==> src/design/jhss_pkg.sv <==
// shared types and constants for the jpeg header size scanner
// no dependencies
package jhss_pkg;

	localparam logic [7:0] MARK_PREFIX = 8'hFF;
	localparam logic [7:0] MARK_SOI    = 8'hD8;
	localparam logic [7:0] MARK_SOF_LO = 8'hC0;
	localparam logic [7:0] MARK_SOF_HI = 8'hCF;
	localparam logic [7:0] MARK_DHT    = 8'hC4;
	localparam logic [7:0] MARK_JPG    = 8'hC8;
	localparam logic [7:0] MARK_DAC    = 8'hCC;
	localparam logic [7:0] MARK_SOS    = 8'hDA;
	localparam logic [7:0] MARK_EOI    = 8'hD9;

	typedef enum logic [2:0] {
		ST_OK      = 3'd0,
		ST_NOSOI   = 3'd1,
		ST_JUNK    = 3'd2,
		ST_BADLEN  = 3'd3,
		ST_SCANEND = 3'd4,
		ST_TRUNC   = 3'd5
	} status_t;

	typedef enum logic [14:0] {
		PH_SOI0    = 15'h0001,
		PH_SOI1    = 15'h0002,
		PH_HUNT    = 15'h0004,
		PH_MARK    = 15'h0008,
		PH_LEN_HI  = 15'h0010,
		PH_LEN_LO  = 15'h0020,
		PH_SKIP    = 15'h0040,
		PH_FLEN_HI = 15'h0080,
		PH_FLEN_LO = 15'h0100,
		PH_PREC    = 15'h0200,
		PH_H_HI    = 15'h0400,
		PH_H_LO    = 15'h0800,
		PH_W_HI    = 15'h1000,
		PH_W_LO    = 15'h2000,
		PH_COMP    = 15'h4000
	} phase_t;

	typedef struct packed {
		logic [7:0] data;
		logic       first;
		logic       last;
	} item_t;

	typedef struct packed {
		logic        valid;
		status_t     status;
		logic [15:0] width;
		logic [15:0] height;
	} result_t;

	function automatic logic is_frame_marker(input logic [7:0] m);
		return (m >= MARK_SOF_LO) && (m <= MARK_SOF_HI) &&
			(m != MARK_DHT) && (m != MARK_JPG) && (m != MARK_DAC);
	endfunction

endpackage

==> src/design/jpeg_header_size_scanner_top.sv <==
// jpeg header size scanner: input register, parser, result register
// a result is registered: the parser decides on the byte held in the input register, and the result register offers it
// throughput: one byte per cycle; a held result only stalls the input when a
// second result is ready behind it
// reset: arst_n clears the parser to expect the start marker and empties both registers
// depends on jhss_pkg and jhss_parser
module jpeg_header_size_scanner_top (
	input  logic        clk,
	input  logic        arst_n,
	input  logic        in_valid,
	output logic        in_stall,
	input  logic [7:0]  data_byte,
	input  logic        file_start,
	input  logic        file_end,
	output logic        out_valid,
	input  logic        out_stall,
	output logic [2:0]  status,
	output logic [15:0] width,
	output logic [15:0] height
);

	logic              valid_s1;
	jhss_pkg::item_t   item_s1;
	jhss_pkg::result_t res;
	logic              advance_s1;
	logic              step;
	logic              out_free;
	logic              out_valid_q;
	logic [2:0]        status_q;
	logic [15:0]       width_q;
	logic [15:0]       height_q;

	assign out_free   = !out_valid_q || !out_stall;
	assign advance_s1 = !res.valid || out_free;
	assign step       = valid_s1 && advance_s1;
	assign in_stall   = valid_s1 && !advance_s1;

	always_ff @(posedge clk or negedge arst_n) begin
		if (!arst_n) begin
			valid_s1 <= 1'b0;
		end else if (!in_stall) begin
			valid_s1 <= in_valid;
		end
	end

	always_ff @(posedge clk) begin
		if (in_valid && !in_stall) begin
			item_s1 <= '{data: data_byte, first: file_start, last: file_end};
		end
	end

	jhss_parser u_parser (
		.clk    (clk),
		.arst_n (arst_n),
		.step   (step),
		.item   (item_s1),
		.res    (res)
	);

	always_ff @(posedge clk or negedge arst_n) begin
		if (!arst_n) begin
			out_valid_q <= 1'b0;
		end else if (out_free) begin
			out_valid_q <= step && res.valid;
		end
	end

	always_ff @(posedge clk) begin
		if (out_free && step && res.valid) begin
			status_q <= res.status;
			width_q  <= res.width;
			height_q <= res.height;
		end
	end

	assign out_valid = out_valid_q;
	assign status    = status_q;
	assign width     = width_q;
	assign height    = height_q;

endmodule

==> src/design/jhss_parser.sv <==
// marker segment parser: parse state and per-byte next-state logic
// depends on jhss_pkg
module jhss_parser (
	input  logic              clk,
	input  logic              arst_n,
	input  logic              step,
	input  jhss_pkg::item_t   item,
	output jhss_pkg::result_t res
);

	jhss_pkg::phase_t phase_q, phase_e, phase_d;
	logic             junk_q, junk_e, junk_d;
	logic [15:0]      remain_q, remain_e, remain_d;
	logic [7:0]       len_hi_q, len_hi_e, len_hi_d;
	logic [15:0]      height_q, height_e, height_d;
	logic [15:0]      width_q, width_e, width_d;
	logic             decided_q, decided_e, decided_d;
	logic [15:0]      seg_len;
	logic [15:0]      remain_dec;
	logic             hit;
	jhss_pkg::status_t st;

	// a new file clears all parse state before the byte is looked at
	always_comb begin
		phase_e   = item.first ? jhss_pkg::PH_SOI0 : phase_q;
		junk_e    = item.first ? 1'b0 : junk_q;
		remain_e  = item.first ? 16'd0 : remain_q;
		len_hi_e  = item.first ? 8'd0 : len_hi_q;
		height_e  = item.first ? 16'd0 : height_q;
		width_e   = item.first ? 16'd0 : width_q;
		decided_e = item.first ? 1'b0 : decided_q;
	end

	assign seg_len    = {len_hi_e, item.data};
	assign remain_dec = remain_e - 16'd1;

	always_comb begin
		phase_d   = phase_e;
		junk_d    = junk_e;
		remain_d  = remain_e;
		len_hi_d  = len_hi_e;
		height_d  = height_e;
		width_d   = width_e;
		decided_d = decided_e;
		hit       = 1'b0;
		st        = jhss_pkg::ST_OK;
		if (!decided_e) begin
			unique case (phase_e)
				jhss_pkg::PH_SOI0: begin
					if (item.data != jhss_pkg::MARK_PREFIX) begin
						hit = 1'b1;
						st  = jhss_pkg::ST_NOSOI;
					end else begin
						phase_d = jhss_pkg::PH_SOI1;
					end
				end
				jhss_pkg::PH_SOI1: begin
					if (item.data != jhss_pkg::MARK_SOI) begin
						hit = 1'b1;
						st  = jhss_pkg::ST_NOSOI;
					end else begin
						phase_d = jhss_pkg::PH_HUNT;
						junk_d  = 1'b0;
					end
				end
				jhss_pkg::PH_HUNT: begin
					if (item.data == jhss_pkg::MARK_PREFIX) begin
						phase_d = jhss_pkg::PH_MARK;
					end else begin
						junk_d = 1'b1;
					end
				end
				jhss_pkg::PH_MARK: begin
					if (item.data == jhss_pkg::MARK_PREFIX) begin
						phase_d = jhss_pkg::PH_MARK;
					end else if (junk_e) begin
						hit = 1'b1;
						st  = jhss_pkg::ST_JUNK;
					end else if (jhss_pkg::is_frame_marker(item.data)) begin
						phase_d = jhss_pkg::PH_FLEN_HI;
					end else if (item.data == jhss_pkg::MARK_SOS ||
							item.data == jhss_pkg::MARK_EOI) begin
						hit = 1'b1;
						st  = jhss_pkg::ST_SCANEND;
					end else begin
						phase_d = jhss_pkg::PH_LEN_HI;
					end
				end
				jhss_pkg::PH_LEN_HI: begin
					len_hi_d = item.data;
					phase_d  = jhss_pkg::PH_LEN_LO;
				end
				jhss_pkg::PH_LEN_LO: begin
					if (seg_len < 16'd2) begin
						hit = 1'b1;
						st  = jhss_pkg::ST_BADLEN;
					end else begin
						remain_d = seg_len - 16'd2;
						junk_d   = 1'b0;
						phase_d  = (seg_len == 16'd2) ? jhss_pkg::PH_HUNT : jhss_pkg::PH_SKIP;
					end
				end
				jhss_pkg::PH_SKIP: begin
					remain_d = remain_dec;
					if (remain_dec == 16'd0) begin
						junk_d  = 1'b0;
						phase_d = jhss_pkg::PH_HUNT;
					end
				end
				jhss_pkg::PH_FLEN_HI: phase_d = jhss_pkg::PH_FLEN_LO;
				jhss_pkg::PH_FLEN_LO: phase_d = jhss_pkg::PH_PREC;
				jhss_pkg::PH_PREC:    phase_d = jhss_pkg::PH_H_HI;
				jhss_pkg::PH_H_HI: begin
					height_d = {item.data, 8'd0};
					phase_d  = jhss_pkg::PH_H_LO;
				end
				jhss_pkg::PH_H_LO: begin
					height_d = {height_e[15:8], item.data};
					phase_d  = jhss_pkg::PH_W_HI;
				end
				jhss_pkg::PH_W_HI: begin
					width_d = {item.data, 8'd0};
					phase_d = jhss_pkg::PH_W_LO;
				end
				jhss_pkg::PH_W_LO: begin
					width_d = {width_e[15:8], item.data};
					phase_d = jhss_pkg::PH_COMP;
				end
				jhss_pkg::PH_COMP: begin
					hit = 1'b1;
					st  = jhss_pkg::ST_OK;
				end
				default: phase_d = jhss_pkg::PH_SOI0;
			endcase
			if (!hit && item.last) begin
				hit = 1'b1;
				st  = jhss_pkg::ST_TRUNC;
			end
			if (hit) begin
				decided_d = 1'b1;
			end
		end
	end

	always_comb begin
		res.valid  = hit;
		res.status = st;
		res.width  = (st == jhss_pkg::ST_OK) ? width_e : 16'd0;
		res.height = (st == jhss_pkg::ST_OK) ? height_e : 16'd0;
	end

	always_ff @(posedge clk or negedge arst_n) begin
		if (!arst_n) begin
			phase_q   <= jhss_pkg::PH_SOI0;
			junk_q    <= 1'b0;
			remain_q  <= 16'd0;
			len_hi_q  <= 8'd0;
			height_q  <= 16'd0;
			width_q   <= 16'd0;
			decided_q <= 1'b0;
		end else if (step) begin
			phase_q   <= phase_d;
			junk_q    <= junk_d;
			remain_q  <= remain_d;
			len_hi_q  <= len_hi_d;
			height_q  <= height_d;
			width_q   <= width_d;
			decided_q <= decided_d;
		end
	end

endmodule

==> config.mk <==
export PLATFORM = sky130hd
export DESIGN_NAME = jpeg_header_size_scanner_top
export DESIGN_NICKNAME = d
export VERILOG_FILES = /design/src/design/jhss_pkg.sv /design/src/design/jpeg_header_size_scanner_top.sv /design/src/design/jhss_parser.sv
export SDC_FILE = /design/constraint.sdc
export NUM_CORES = 1
export LEC_CHECK = 0
export BUFFER_PORTS_ARGS = -buffer_cell sky130_fd_sc_hd__buf_2
export CORE_MARGIN = 8
export CORE_UTILIZATION = 60
export DETAILED_ROUTE_END_ITERATION = 6
export PLACE_DENSITY = 0.8
export SLEW_MARGIN = 40
export SYNTH_ARGS = -nofsm -noshare
export SYNTH_HDL_FRONTEND = slang
export SYNTH_SLANG_ARGS = --single-unit
==> constraint.sdc <==
create_clock -name clk -period 7.8 [get_ports clk]
set_input_delay 1.17 -clock clk [delete_from_list [all_inputs] [get_ports clk]]
set_output_delay 1.17 -clock clk [all_outputs]
set_load 0.02 [all_outputs]
==> Word level (Yosys, flattened, before mapping) <==
Cells that the tools add are included.
{ "totals": {"elab_cells": 124, "inputBits": 14, "ff_bits": 120} }
{ "classes": {"muxes": 58, "order_cmp": 3, "n_addsub": 2, "eq_ne": 24, "n_reduce_logical": 22} }
{ "ops": {"columns": ["operator", "count"], "rows": [
  ["$pmux W15 S15", 1],
  ["$mux W15", 11],
  ["$mux W16", 7],
  ["$pmux W16 S2", 3],
  ["$ne A8 B8 Y1 const B", 5],
  ["$eq A8 B8 Y1 const B", 3],
  ["$mux W8", 3],
  ["$mux W1", 22],
  ["$mux W3", 6],
  ["$eq A16 B2 Y1 const B", 1],
  ["$logic_not A16 Y1", 1],
  ["$lt A16 B2 Y1 const B", 1],
  ["$sub A16 B1 Y16 const B", 1],
  ["$sub A16 B2 Y16 const B", 1],
  ["$eq A15 B1 Y1 const B", 1],
  ["$eq A15 B10 Y1 const B", 1],
  ["$eq A15 B11 Y1 const B", 1],
  ["$eq A15 B12 Y1 const B", 1],
  ["$eq A15 B13 Y1 const B", 1],
  ["$eq A15 B14 Y1 const B", 1],
  ["$eq A15 B15 Y1 const B", 1],
  ["$eq A15 B2 Y1 const B", 1],
  ["$eq A15 B3 Y1 const B", 1],
  ["$eq A15 B4 Y1 const B", 1],
  ["16 further kinds", 33]
]} }

==> Depth between registers and ports, before layout <==
{ "depth": {"depth_word": 21, "ltp_mapped": 13, "ltp_nobuf": 10} }

==> Modules after synthesis <==
From an unflattened synthesis, not the netlist that was laid out.
{ "hier_totals": {"hier_cells": 625, "hier_area_um2": 6700.2} }
{ "modules_own_cells": {"columns": ["mod", "area_per_inst_um2", "n_inst", "cells_per_inst", "seq_area_each_um2"], "rows": [
  ["jhss_parser", 5243.8, 1, 568, 1828.0],
  ["jpeg_header_size_scanner_top", 1456.4, 1, 57, 1401.3]
]} }

==> Worst setup path after synthesis <==
OpenSTA, ideal clock, no wires.
{ "synth_timing": {"path_type": "flip-flop to flip-flop", "start": "register item_s1[8] (netlist name)", "end": "register height_q[0] (netlist: height[0]) (enable)", "path_buffers": 1, "path_stages_with_launch": 8, "required_time_ns": 7.372, "setup_slack_ns": 3.715, "t_arrival_ns": 3.657, "setup_ns": 0.428, "synth_period_minus_slack_ns": 4.085, "cell_sequence": "edfxtp_1 > buf_6 > or4_4 > or3_4 > or4_4 > nand3_1 > nor3_1 > nor2_1"} }
{ "synth_via": {"elab_chain_cells": 20, "word_cells_on_any_way": 35} }
{ "synth_lines": {"columns": ["item", "line", "rtl"], "rows": [
  ["from (decl)", "jpeg_header_size_scanner_top.sv:23", "jhss_pkg::item_t item_s1;"],
  ["from (signal assigned)", "jpeg_header_size_scanner_top.sv:48", "item_s1 <= '{data: data_byte, first: file_start, last: file_end};"],
  ["$ge A8 B8 Y1 / $le A8 B8 Y1 (equally long branches)", "jhss_pkg.sv:56", "return (m >= MARK_SOF_LO) && (m <= MARK_SOF_HI) &&"],
  ["$logic_and A1 B1 Y1 (2 in a row)", "jhss_pkg.sv:56", null],
  ["$logic_and A1 B1 Y1 (2 in a row)", "jhss_pkg.sv:57", "(m != MARK_DHT) && (m != MARK_JPG) && (m != MARK_DAC);"],
  ["$mux W1", "jhss_parser.sv:79", "end else if (jhss_pkg::is_frame_marker(item.data)) begin"],
  ["$mux W1", "jhss_parser.sv:76", "end else if (junk_e) begin"],
  ["$mux W1", "jhss_parser.sv:74", "if (item.data == jhss_pkg::MARK_PREFIX) begin"],
  ["$pmux W1 S5 (*)", "jhss_parser.sv:48", "unique case (phase_e)"],
  ["$mux W1 (*)", "jhss_parser.sv:47", "if (!decided_e) begin"],
  ["$logic_not A1 Y1", "jhss_parser.sv:135", "if (!hit && item.last) begin"],
  ["$logic_and A1 B1 Y1", "jhss_parser.sv:135", null],
  ["$mux W1 (*)", "jhss_parser.sv:135", null],
  ["$mux W1 (*) (2 in a row)", "jhss_parser.sv:47", null],
  ["$logic_not A1 Y1", "jpeg_header_size_scanner_top.sv:34", "assign advance_s1 = !res.valid || out_free;"],
  ["$logic_or A1 B1 Y1", "jpeg_header_size_scanner_top.sv:34", null],
  ["$logic_and A1 B1 Y1", "jpeg_header_size_scanner_top.sv:35", "assign step = valid_s1 && advance_s1;"],
  ["$logic_and A1 B1 Y1", "jpeg_header_size_scanner_top.sv:69", "if (out_free && step && res.valid) begin"],
  ["$logic_and A1 B1 Y1 (*)", "jpeg_header_size_scanner_top.sv:69", null],
  ["to (signal assigned)", "jpeg_header_size_scanner_top.sv:72", "height_q <= res.height;"],
  ["to (decl)", "jpeg_header_size_scanner_top.sv:31", "logic [15:0] height_q;"]
]} }
Every way passes the cells marked *; elsewhere a longest branch is shown, timed or not. The select of a mux whose other input is x is not followed.
A chain may end at the register's enable or synchronous reset.

==> Worst setup path after layout <==
{ "layout_timing": {"start": "register u_parser.phase_q[12]", "end": "output in_stall"} }
{ "layout_via": {"elab_chain_cells": 13, "word_cells_on_any_way": 17} }
{ "layout_lines": {"columns": ["item", "line", "rtl"], "rows": [
  ["from (decl)", "jhss_parser.sv:11", "jhss_pkg::phase_t phase_q, phase_e, phase_d;"],
  ["from (signal assigned)", "jhss_parser.sv:154", "phase_q <= jhss_pkg::PH_SOI0;"],
  ["from (signal assigned)", "jhss_parser.sv:162", "phase_q <= phase_d;"],
  ["$mux W15 (*)", "jhss_parser.sv:25", "phase_e = item.first ? jhss_pkg::PH_SOI0 : phase_q;"],
  ["$eq A15 B15 Y1, or another cell as far along", "jhss_parser.sv:48", null],
  ["$pmux W1 S5 (*)", "jhss_parser.sv:48", null],
  ["$mux W1 (*)", "jhss_parser.sv:47", null],
  ["$logic_not A1 Y1", "jhss_parser.sv:135", null],
  ["$logic_and A1 B1 Y1", "jhss_parser.sv:135", null],
  ["$mux W1 (*)", "jhss_parser.sv:135", null],
  ["$mux W1 (*) (2 in a row)", "jhss_parser.sv:47", null],
  ["$logic_not A1 Y1 (*)", "jpeg_header_size_scanner_top.sv:34", null],
  ["$logic_or A1 B1 Y1 (*)", "jpeg_header_size_scanner_top.sv:34", null],
  ["$logic_not A1 Y1 (*)", "jpeg_header_size_scanner_top.sv:36", "assign in_stall = valid_s1 && !advance_s1;"],
  ["$logic_and A1 B1 Y1 (*)", "jpeg_header_size_scanner_top.sv:36", null],
  ["to (decl)", "jpeg_header_size_scanner_top.sv:11", "output logic in_stall,"]
]} }
Marked as above.

==> summary.md <==
| Metric | Value |
|---|---|
| Sequential Power Share | 37.2% |
| # hold bufs at CTS | 0 |
| Crit Path Max Fanout | 11 |
| Final-stage net count | 686 |
| Critical Path Source | u_parser.phase_q[12] |
| Global-route wire length before repair | 28700 um |
| Worst flop-to-flop path startpoint | item_s1[1] |
| Setup Crit Path Kind | reg -> out |
| # resized after CTS | 0 |
| # setup viols final | 0 |
| Synth warn | 0 |
| CTS tree | yes |
| HPWL Detailed | around 12000 um |
| Initial core utilization | 60.9% |
| Mean routed wirelength per cell | between 20 and 25 um |
| Vias in the first global route | ~5300 |
| Post-synth net total | 661 |
| Slew at the pin with the worst max-slew slack | 831 ps |
| Yosys reg bits | 120 |
| Row Count | 38 |
| Pleak | 3.05 nW |
| Switching pwr | ~0.00064 W |
| R2R depth | 11 |
| Clock power share | 41.3% |
| Synth area leader | dfrtp_1 |
| Dominant synthesized flop cell | dfrtp_1 |
| Final count of hold timing violations | 0 |
| Internal cell power | 0.00141 W |
| CTS Sinks | 120 |
| Clock transition at the registers of the reported paths | 60 ps |
| Root buffer cell | clkbuf_8 |
| Die ar. | 14500 um^2 |
| Critical hold path startpoint | u_parser.width_q[6] |
| Unique masters post-synth | 75 |
| Mean Syn Cell Area | 10.2 um^2 |
| Cells after Synth | 643 |
| Post-synth EDFFs | 45 |
| Vias per inst | 6.75 |
| Initial DRT Pass Iterations | 7 |
| Worst R2R Setup Slack | 3590 ps |
| Routed WL | 17600 um |
| Reg2reg end | u_parser.junk_q |
| Crit end category | output port |
| Core Region | 10700 um^2 |
| Sequential share of the synthesized area | around half |
| H-tree depth | 4 |
| Post-route DRC | 1 |
| Total Routing Usage GR | 25.1% |
| ANT cells | 0 |
| HP Class | reg -> reg |
| Comb pwr share | 21.5% |
| IO Pins | 51 |
| ANT nets after route | 0 |
| Share of cells above drive strength 1 | 18.1% |
| Clk buf depth | 2 |
| Synth top area share | 28.3% |
| Fin Hold WS | 480 ps |
| Setup repair bufs after CTS | 0 |
| Top cells by area, synth | dfrtp_1 28%, edfxtp_1 21%, o2bb2ai_1 4.3% |
| Count of input and output buffers | 50 |
| Slew Viols, Final | 0 |
| Detailed-route via count | 5539 |
| Fmax | 195 MHz |
| RSZ-0062 raised after global routing | false |
| Initial antenna violation count | 0 |
| Area Overhead vs Synth | 14.2% |
| Pwr per Cell Area | 275 nW/um^2 |
| VDD IR max | ~160 uV |
| Max-Slew Margin vs Limit | between 40% and 50% |
| CTS buffer count | 17 |
| Hold path cells | 1 |
| Layout Skew | 7.71 ps |
| Worst-Skew Late Latency | 530 ps |
| Hold Path End | u_parser.width_q[6] |
| Pin count of the biggest net entering global routing | 76 |
| Max-cap violations | 0 |
| Chip Width | 120 um |
| Worst setup SP type | register |
| Overflow after GRT | 0 |
| Sw frac | 31.2% |
| Synth Cell Area | around 6500 um^2 |
| Post-route minimum period | 5120 ps |
| Finished Core Util | 69.6% |
| Critical Path RT | 6630 ps |
| Final period util | between 60 and 70% |
| WP data arrival | 3950 ps |
| Gpl congestion | 0.981 |
| Outcome | finished with violations |
| Failing checks | design-rule violations |
| Post-synth ARST share | about 63% |
| Setup TNS | 0 ps |
| DR iter-0 viols | 753 |
| Die Height | 120 um |
## placed cells by master, fill, tap and decap left out, types with 4 or more instances in the layout
master	count
o2bb2ai_1	32
nor2_1	53
nand3_1	14
nor2b_1	6
nand4_1	9
xnor2_1	9
xor2_1	11
ha_1	4
clkinv_4	4
clkbuf_16	16
o22ai_1	4
dfrtp_1	74
nand2_1	37
nor3_1	15
or4_1	8
nand2b_1	5
edfxtp_1	45
bufinv_16	5
a21o_1	4
a22o_1	26
or2_2	6
buf_4	4
o21ai_0	35
nand3_2	6
a21oi_1	22
and2_1	32
nor3b_1	4
a31oi_1	13
inv_1	14
nor4_1	15
buf_2	50
mux2_2	4
o31ai_1	8
## synth_stat cells, drive strengths merged, types with 3 or more instances
cell / instances
clkbuf: 40
inv: 14
o2bb2ai: 32
a22o: 26
and3: 3
ha: 4
xor2: 11
o22ai: 4
nand3: 20
or2: 6
a31oi: 13
a211oi: 3
a21o: 4
buf: 9
nor2b: 7
xnor2: 9
a221oi: 3
o311ai: 3
nor3: 18
o32a: 3
o211ai: 4
dfrtp: 74
nand4: 9
mux2: 6
or4: 10
or3: 4
o31ai: 8
nor4b: 4
edfxtp: 45
nor3b: 4
nand4b: 3
a21oi: 23
and2: 33
and4: 3
nand2: 37
nand2b: 5
nor2: 56
nor4: 18
o21ai: 35
## metrics by stage
step | instances | power, W | area (um^2) | worst slack [ps]
after global routing | 821 | 0.00213 | 7470 | 2470
after CTS | 821 | 0.00205 | 7460 | 2780
final | 821 | 0.00205 | 7470 | 2680
after global placement | 789 | 0.00119 | 6790 | 3620
after floorplan | 643 | 0.00109 | 6550 | 3720
after detailed placement | 789 | 0.00120 | 6820 | 3360
## metal layers
layer / routed length (um) / global-route usage (%) / share of wire (%) / vias up
met2: 8210 / 38.1 / 47 / 331
met1: 7240 / 33.2 / 41 / 2672
met4: 596 / 12.0 / 3.4 / 0
met5: 0 / 0 / 0 / -
li1: - / - / - / 2483
met3: 1550 / 6.06 / 8.8 / 53
## critical path, cell delays in order, from the launching register on
cell and delay (ps):
dfrtp_1 490, nor4_1 740, nand4b_1 560, or4_4 680
nand3_1 110, nor3_1 100, nor3_1 470, buf_2 270
## worst max path at each step
stage                      to  slack, ps
finish               in_stall       2680
global route         in_stall       2470
detailed placement   in_stall       3360
CTS                  in_stall       2780
global placement     in_stall       3620
floorplan           height[0]       3720
## sequential cells by signal, summed over array words and instances (netlist names), 3 cells and up
register and cells:
height 16, u_parser.height_q 16, u_parser.remain_q 16, u_parser.width_q 16
width 16, u_parser.phase_q 15, item_s1 10, u_parser.len_hi_q 8
status 3
## cells by family after synthesis
kind of cell	count (synthesis)	share of synthesized area [%]
and+or+nand+nor	244	20.9
AOI/OAI and AO/OA	184	20.7
adders and majority gates	4	0.765
xor gates and xnor gates	20	2.68
DFF	120	49.3
buffers and inverters	64	4.34
muxes	7	1.30
## power groups by stage
stage | Sequential [W] | Combinational [W] | Clock [W]
floorplan | 0.000776 | 0.000309 | 0
global placement | 0.000771 | 0.000424 | 0
CTS | 0.000761 | 0.000434 | 0.000853
global route | 0.000770 | 0.000483 | 0.000881
finish | 0.000764 | 0.000441 | 0.000848
detailed placement | 0.000773 | 0.000430 | 0
## cell type report
type,count,area (um^2)
fillers,806,3270
flip-flops and latches,120,3230
multi-input cells,459,3080
clock buffers,18,418
repair buffers,55,292
clock inverters,14,220
well taps,140,175
inverters,15,56.3
Note: power is estimated with default switching activity, not from simulation.
